<file path="config.mk">
export PLATFORM = sky130hd
export DESIGN_NAME = crc32_word_stream_core
export DESIGN_NICKNAME = d
export VERILOG_FILES = /design/src/rtl/cws_pkg.sv /design/src/rtl/cws_in_reg.sv /design/src/rtl/cws_fold.sv /design/src/rtl/cws_out_reg.sv /design/src/rtl/crc32_word_stream_core.sv
export SDC_FILE = /design/constraint.sdc
export NUM_CORES = 1
export LEC_CHECK = 0
export BUFFER_PORTS_ARGS = -buffer_cell sky130_fd_sc_hd__buf_4
export CAP_MARGIN = 5
export CORE_UTILIZATION = 25
export CTS_CLUSTER_DIAMETER = 40
export DETAILED_ROUTE_END_ITERATION = 12
export GPL_ROUTABILITY_DRIVEN = 0
export MAX_ROUTING_LAYER = met4
export PLACE_DENSITY = 0.5
export SLEW_MARGIN = 20
export SYNTH_ARGS = -nofsm -noshare
export SYNTH_HDL_FRONTEND = slang
export SYNTH_SLANG_ARGS = --single-unit
</file>
<file path="constraint.sdc">
create_clock -name clk_i -period 2.9 [get_ports clk_i]
set_input_delay 0.725 -clock clk_i [delete_from_list [all_inputs] [get_ports clk_i]]
set_output_delay 0.725 -clock clk_i [all_outputs]
set_load 0.005 [all_outputs]
</file>
<file path="src/rtl/cws_pkg.sv">
package cws_pkg;

  localparam int unsigned WordW = 32;

  localparam logic [WordW-1:0] CRC_INIT = 32'hFFFF_FFFF;
  localparam logic [WordW-1:0] CRC_POLY = 32'h04C1_1DB7;
  localparam logic [WordW-1:0] CRC_TOP  = 32'h8000_0000;

  typedef struct packed {
    logic [WordW-1:0] data_word;
    logic             first_word;
    logic             last_word;
  } cws_item_t;

  // Shift a register through one word of zero data bits.
  function automatic logic [WordW-1:0] fold_zero(input logic [WordW-1:0] v);
    logic [WordW-1:0] r;
    r = v;
    for (int n = 0; n < WordW; n++) begin
      r = ((r & CRC_TOP) != '0) ? ({r[WordW-2:0], 1'b0} ^ CRC_POLY) : {r[WordW-2:0], 1'b0};
    end
    return r;
  endfunction

  // Column j is the image of a single set bit j after one full word.
  function automatic logic [WordW-1:0][WordW-1:0] fold_cols();
    logic [WordW-1:0][WordW-1:0] c;
    for (int j = 0; j < WordW; j++) begin
      c[j] = fold_zero(WordW'(1) << j);
    end
    return c;
  endfunction

  localparam logic [WordW-1:0][WordW-1:0] FOLD_COLS = fold_cols();

endpackage

</file>
<file path="src/rtl/cws_in_reg.sv">
module cws_in_reg
  import cws_pkg::*;
(
  input  logic      clk_i,
  input  logic      rst_ni,
  input  logic      valid_i,
  output logic      ready_o,
  input  cws_item_t item_i,
  input  logic      adv_i,
  output logic      valid_o,
  output cws_item_t item_o
);

  logic      valid_q, valid_d;
  cws_item_t item_q;

  assign ready_o = !valid_q || adv_i;

  always_comb begin
    valid_d = valid_q;
    if (ready_o) begin
      valid_d = valid_i;
    end
  end

  always_ff @(posedge clk_i or negedge rst_ni) begin
    if (!rst_ni) begin
      valid_q <= 1'b0;
    end else begin
      valid_q <= valid_d;
    end
  end

  always_ff @(posedge clk_i) begin
    if (valid_i && ready_o) begin
      item_q <= item_i;
    end
  end

  assign valid_o = valid_q;
  assign item_o  = item_q;

endmodule

</file>
<file path="src/rtl/cws_fold.sv">
module cws_fold
  import cws_pkg::*;
(
  input  logic [WordW-1:0] crc_i,
  input  cws_item_t        item_i,
  output logic [WordW-1:0] crc_o
);

  logic [WordW-1:0] x;
  logic [WordW-1:0] acc;

  // Data bits enter at the top, so the word folds as the register XOR the word.
  assign x = (item_i.first_word ? CRC_INIT : crc_i) ^ item_i.data_word;

  always_comb begin
    acc = '0;
    for (int j = 0; j < WordW; j++) begin
      acc = acc ^ (x[j] ? FOLD_COLS[j] : '0);
    end
  end

  assign crc_o = acc;

endmodule

</file>
<file path="src/rtl/cws_out_reg.sv">
module cws_out_reg
  import cws_pkg::*;
(
  input  logic             clk_i,
  input  logic             rst_ni,
  input  logic             load_i,
  input  logic [WordW-1:0] value_i,
  output logic             free_o,
  output logic             valid_o,
  input  logic             ready_i,
  output logic [WordW-1:0] value_o
);

  logic             valid_q, valid_d;
  logic [WordW-1:0] value_q;

  assign free_o = !valid_q || ready_i;

  always_comb begin
    valid_d = valid_q;
    if (free_o) begin
      valid_d = load_i;
    end
  end

  always_ff @(posedge clk_i or negedge rst_ni) begin
    if (!rst_ni) begin
      valid_q <= 1'b0;
    end else begin
      valid_q <= valid_d;
    end
  end

  always_ff @(posedge clk_i) begin
    if (load_i && free_o) begin
      value_q <= value_i;
    end
  end

  assign valid_o = valid_q;
  assign value_o = value_q;

endmodule

</file>
<file path="src/rtl/crc32_word_stream_core.sv">
// CRC over a stream of 32-bit words, most significant bit first, poly 04C11DB7.
// Input channel: data_word_i, first_word_i, last_word_i under in_valid_i and
// in_ready_o. first_word_i restarts the running register from all ones before
// the word; last_word_i makes the register value after that word a result.
// Output channel: check_value_o under out_valid_o and out_ready_i, one
// transaction per word marked last, none for other words.
// Path: a word accepted into the input register is folded by a single XOR
// network into the running register; for a last word the folded value is
// also loaded into the output register that drives check_value_o.
// Throughput: one word per cycle while the word is not last or the output
// register is free, set by the XOR fold that feeds the running register back to itself.
// Reset: empties both registers and loads the running register with all ones,
// so a stream that starts without first_word_i still starts from all ones.
// Stall: while a result waits for out_ready_i, words that are not last keep
// flowing; a last word holds in the input register and in_ready_o drops until
// the output register frees.
module crc32_word_stream_core
  import cws_pkg::*;
(
  input  logic             clk_i,
  input  logic             rst_ni,
  input  logic             in_valid_i,
  output logic             in_ready_o,
  input  logic [WordW-1:0] data_word_i,
  input  logic             first_word_i,
  input  logic             last_word_i,
  output logic             out_valid_o,
  input  logic             out_ready_i,
  output logic [WordW-1:0] check_value_o
);

  cws_item_t        in_item;
  cws_item_t        s1_item;
  logic             s1_valid;
  logic             s1_adv;
  logic             out_free;
  logic [WordW-1:0] crc_q, crc_d;
  logic [WordW-1:0] crc_fold;

  assign in_item.data_word  = data_word_i;
  assign in_item.first_word = first_word_i;
  assign in_item.last_word  = last_word_i;

  cws_in_reg u_in_reg (
    .clk_i   (clk_i),
    .rst_ni  (rst_ni),
    .valid_i (in_valid_i),
    .ready_o (in_ready_o),
    .item_i  (in_item),
    .adv_i   (s1_adv),
    .valid_o (s1_valid),
    .item_o  (s1_item)
  );

  cws_fold u_fold (
    .crc_i  (crc_q),
    .item_i (s1_item),
    .crc_o  (crc_fold)
  );

  assign s1_adv = s1_valid && (!s1_item.last_word || out_free);

  always_comb begin
    crc_d = crc_q;
    if (s1_adv) begin
      crc_d = crc_fold;
    end
  end

  always_ff @(posedge clk_i or negedge rst_ni) begin
    if (!rst_ni) begin
      crc_q <= CRC_INIT;
    end else begin
      crc_q <= crc_d;
    end
  end

  cws_out_reg u_out_reg (
    .clk_i   (clk_i),
    .rst_ni  (rst_ni),
    .load_i  (s1_adv && s1_item.last_word),
    .value_i (crc_fold),
    .free_o  (out_free),
    .valid_o (out_valid_o),
    .ready_i (out_ready_i),
    .value_o (check_value_o)
  );

endmodule

</file>
# Word-level counts from Yosys, hierarchy flattened
# Cells that the tools add are included.
# classes
muxes	33
n_reduce_logical	10
bitwise_logic	32
# op_table
operator	count
32-bit bitwise XOR	32
32-bit 2-to-1 mux	14
31-bit 2-to-1 mux	6
30-bit 2-to-1 mux	4
29-bit 2-to-1 mux	3
28-bit 2-to-1 mux	2
27-bit 2-to-1 mux	2
26-bit 2-to-1 mux	1
25-bit 2-to-1 mux	1
1-bit logical AND	4
1-bit zero test	3
1-bit logical OR	3
# word_totals
input_bits	38
wordCells	82
ff_bits	100
out_inout_bits	34

# Logic depth before layout (Yosys ltp)
# depth
depth_word	34
ltp_mapped	10
ltp_nobuf	7

# Modules after synthesis
# A second synthesis with hierarchy kept.
# unflattened
cells_unflattened	561
area_unflattened_um2	7768.7
# modules_own_cells
mod	seq_area_each_um2	area_each_um2	cells_each	n_inst
cws_fold	0.0	4414.2	416	1
crc32_word_stream_core	840.8	1265.0	71	1
cws_in_reg	1046.0	1074.8	38	1
cws_out_reg	985.9	1014.7	36	1

# Least setup slack after synthesis
# Ideal clock, no wire load.
# synth_path
kind	reg2reg
start	reg crc_q[27]
end	reg crc_q[15]
stages_incl_launch_ff	9
setup_ns	0.082
arrival_time_ns	2.121
t_required_ns	2.818
path_slack_ns	0.697
period_less_slack_ns	2.203
path_cell_list	dfstp_2 -> buf_4 -> xnor2_1 -> nor2_2 -> xnor2_2 -> xnor2_2 -> xnor3_1 -> xor2_1 -> mux2_2
# synth_via
elab_chain_cells	8
# synth_rtl
element	line_no	source
from (decl)	crc32_word_stream_core.sv:37	logic [WordW-1:0] crc_q, crc_d;
from (signal assigned)	crc32_word_stream_core.sv:74	crc_q <= crc_d;
32-bit 2-to-1 mux	cws_fold.sv:13	assign x = (item_i.first_word ? CRC_INIT : crc_i) ^ item_i.data_word;
32-bit bitwise XOR	cws_fold.sv:13	
32-bit 2-to-1 mux	cws_fold.sv:18	acc = acc ^ (x[j] ? FOLD_COLS[j] : '0);
32-bit bitwise XOR (5 in series)	cws_fold.sv:18	
via crc_fold[15]	crc32_word_stream_core.sv:38	logic [WordW-1:0] crc_fold;
# The timed path passes the listed nets, and every way through them passes these cells.
# A chain may end at the register's enable or synchronous reset.

# Worst setup path in the final report
# layout_path
start	reg crc_q[5]
end	reg crc_q[13]
# layout_via
elab_chain_cells	30
# layout_rtl
element	line_no
32-bit 2-to-1 mux	cws_fold.sv:13
32-bit bitwise XOR	cws_fold.sv:13
32-bit 2-to-1 mux	cws_fold.sv:18
32-bit bitwise XOR (27 in series)	cws_fold.sv:18
via crc_fold[13]	crc32_word_stream_core.sv:38
# The timed path passes the listed nets, and every way through them passes these cells.

==> metrics.log <==
[metrics] result of the run: complete, no violations
[metrics] final cell utilization of the core: 29.8%
[metrics] antenna diode count: 0
[metrics] CTS tree: done
[metrics] max_cap viols: 0
[metrics] average wire length per cell after detail routing: 19.7 um
[metrics] hold buffers post-CTS: 0
[metrics] highest achievable clock rate: 0.359 GHz
[metrics] clock transition at the registers of the reported paths: 0.07 ns
[metrics] Reg2Reg Setup Slack: 0.11 ns
[metrics] number of nets with antenna violations after routing: 0
[metrics] setup repair after global routing missed its margin: false
[metrics] Clk Tree Root Cell: clkbuf_16
[metrics] via count normalized by instance count: 3.98
[metrics] maximum count of clock buffers along a single path: 2
[metrics] busiest layer in global routing: met2
[metrics] ratio of cells with drive above 1 in the final layout: 32.3%
[metrics] count of instances resized after the clock tree is built: 0
[metrics] Critical Path Start Type: flop
[metrics] relative slew slack: 37.2%
[metrics] number of detailed-routing iterations run before antenna repair: 4
[metrics] aggregate routed wire length: 21.4 mm
[metrics] CP arrival: 3.10 ns
[metrics] number of storage elements in the synthesis netlist: 100
[metrics] count of clock tree sinks: 100
[metrics] highest fanout seen on the critical path: 7
[metrics] final layout net count: 730
[metrics] count of unresolved DRC violations after routing: 0
[metrics] transition time at the pin with the least slew margin: 0.941 ns
[metrics] total number of placement rows: 63
[metrics] DIE AREA: 30900 sq um
[metrics] maximum number of pins on one net before global-route repair: 35
[metrics] area of the mapped netlist: 7540 sq um
[metrics] Yosys Warn Count: 0
[metrics] number of hold-slack violations in the final timing report: 0
[metrics] clock skew: 0.0136 ns
[metrics] detailed placer's ending HPWL: 17.0 mm
[metrics] area of placed instances: 8510 sq um
[metrics] area growth from synthesis to layout: 17.2%
[metrics] Syn Inst Count: 627
[metrics] Worst EP required: 3.21 ns
[metrics] total global routing overflow: 0
[metrics] total non-filler cell area in the finished layout: 8840 sq um
[metrics] Tmin final: 2.79 ns
[metrics] wire length of the first global-routing pass: 31.3 mm
[metrics] number of buffers added by the clock tree synthesis step: 9
[metrics] Avg Synthesized Cell Area: 12.0 sq um
[metrics] # Post-CTS Setup Buffers: 0
[metrics] nets in the synthesized netlist: 665
[metrics] antenna violations before repair: 0
[metrics] number of H-tree levels: 3
[metrics] aggregate negative setup slack: 0 ns
[metrics] die extent in y: 176 um
[metrics] met2 Resource Use GR: 22.2%
[metrics] PortBufs: 71
[metrics] IO Count: 72
[metrics] final worst path period share: 96.0%
[metrics] aggregate global-route resource usage: 14.9%
[metrics] capturing element type of the critical path: flop
[metrics] worst setup path class: reg -> reg
[metrics] horizontal die dimension: 176 um
[metrics] met1 Use GR: 20.1%
[metrics] routed vias: 4330
[metrics] met3 Usage GRT: 2.10%
[metrics] via count of the first global-routing pass: 4459
[metrics] clock latency at the later pin of the worst-skew pair: 0.37 ns
[metrics] kind of path behind the tightest hold check: in -> async
[metrics] initial cell density of the core: 25.5%
[metrics] Final Max Tran Viols: 0
[metrics] number of distinct library cells after synthesis: 28
[metrics] CORE AREA: 29600 sq um
[metrics] final setup violating endpoints: 0
[metrics] First DRT Iteration DRCs: 225
[metrics] register area share after synthesis: 38.1%
-- sequential cells by signal, indices dropped and copies added, names as in the netlist --
signal	count
u_in_reg.item_o	34
crc_q	32
u_out_reg.valid_o	1
u_in_reg.valid_o	1
u_out_reg.value_o	32
-- per-layer routing --
metal | wire length [um] | share of wire, %
met1 | 9980 | 47
met2 | 9620 | 45
met3 | 1190 | 5.6
met4 | 592 | 2.8
met5 | 0 | 0
-- cells in the mapped netlist --
cell / number / area share, %
xnor2_1: 245 / 28
nor2_1: 75 / 3.7
edfxtp_1: 66 / 26
xor2_1: 61 / 7.1
dfstp_2: 32 / 11
mux2_2: 31 / 4.6
xnor2_2: 29 / 6.3
buf_2: 25 / 1.7
xnor3_1: 16 / 4.8
buf_4: 9 / 0.90
buf_6: 6 / 0.90
nor2_2: 6 / 0.50
clkbuf_2: 4 / 0.27
xor2_2: 4 / 0.86
clkbuf_1: 3 / 0.15
dfrtp_1: 2 / 0.66
nand2_1: 2 / 0.10
and2_1: 1 / 0.083
and3_1: 1 / 0.083
buf_12: 1 / 0.27
dlygate4sd1_1: 1 / 0.12
mux2_1: 1 / 0.15
nand2b_1: 1 / 0.083
nand3_1: 1 / 0.066
nor2b_1: 1 / 0.083
or2_2: 1 / 0.083
xnor2_4: 1 / 0.36
xnor3_2: 1 / 0.32
-- area by class of cell --
class	count	area [sq um]
flip-flops and latches	100	2870
clock inverters	5	83.8
well taps	390	488
fillers	3127	20800
repair buffers	103	798
clock buffers	11	243
multi-input cells	478	4350
-- path summary, 6_finish.rpt --
check                      depth (start not counted)                       endpoint                          from
max reg2reg                                        7          crc_q[13]$_DFFE_PN1P_          crc_q[5]$_DFFE_PN1P_
min in group clk_i                                 1  u_in_reg.item_o[11]$_DFFE_PP_                data_word_i[9]
min reg2reg                                        2   u_in_reg.valid_o$_DFFE_PN0N_  u_in_reg.valid_o$_DFFE_PN0N_
min                                                1   u_in_reg.valid_o$_DFFE_PN0N_                        rst_ni
max in group asynchronous                          1           crc_q[4]$_DFFE_PN1P_                        rst_ni
max                                                7          crc_q[13]$_DFFE_PN1P_          crc_q[5]$_DFFE_PN1P_
-- per-stage QoR --
stage / std cells / hold WS, ns / setup slack [ns]
floorplan: 627 / 0.429 / 0.697
global route: 1087 / 0.374 / 0.0464
CTS: 1087 / 0.356 / 0.0874
detailed placement: 1071 / 0.576 / 0.102
finish: 1087 / 0.342 / 0.115
global placement: 1071 / 0.585 / 0.0938
-- cells by family (layout without fill, tap and decap cells) --
| family | count (synthesis) | in the layout | share of synthesized area (%) |
|---|---|---|---|
| xor gates and xnor gates | 357 | 357 | 48.1 |
| DFF | 100 | 100 | 38.1 |
| and+or+nand+nor | 89 | 89 | 4.81 |
| buffers and inverters | 49 | 119 | 4.25 |
| muxes | 32 | 32 | 4.78 |
-- cells in the final DEF (no fill, tap or decap), drive strengths merged, types with 2 or more instances in the layout --
master	netlist	final
bufinv	0	2
edfxtp	66	66
nor2	81	81
xnor2	275	275
xor2	65	65
nand2	2	2
dfrtp	2	2
clkbuf	7	11
dfstp	32	32
clkinvlp	0	2
xnor3	17	17
mux2	32	32
buf	41	103
-- critical path: stages, from the launching register on --
cell and delay (ns):
dfstp_2 0.72, xnor2_1 0.16, nor2_1 0.06, xnor2_1 0.57
xnor2_1 0.19, xnor3_1 0.43, xnor2_1 0.39, mux2_1 0.20
Power is left out: the tool's default activity adds up to more than one toggle a clock period on the data nets, which glitch-free logic cannot reach.
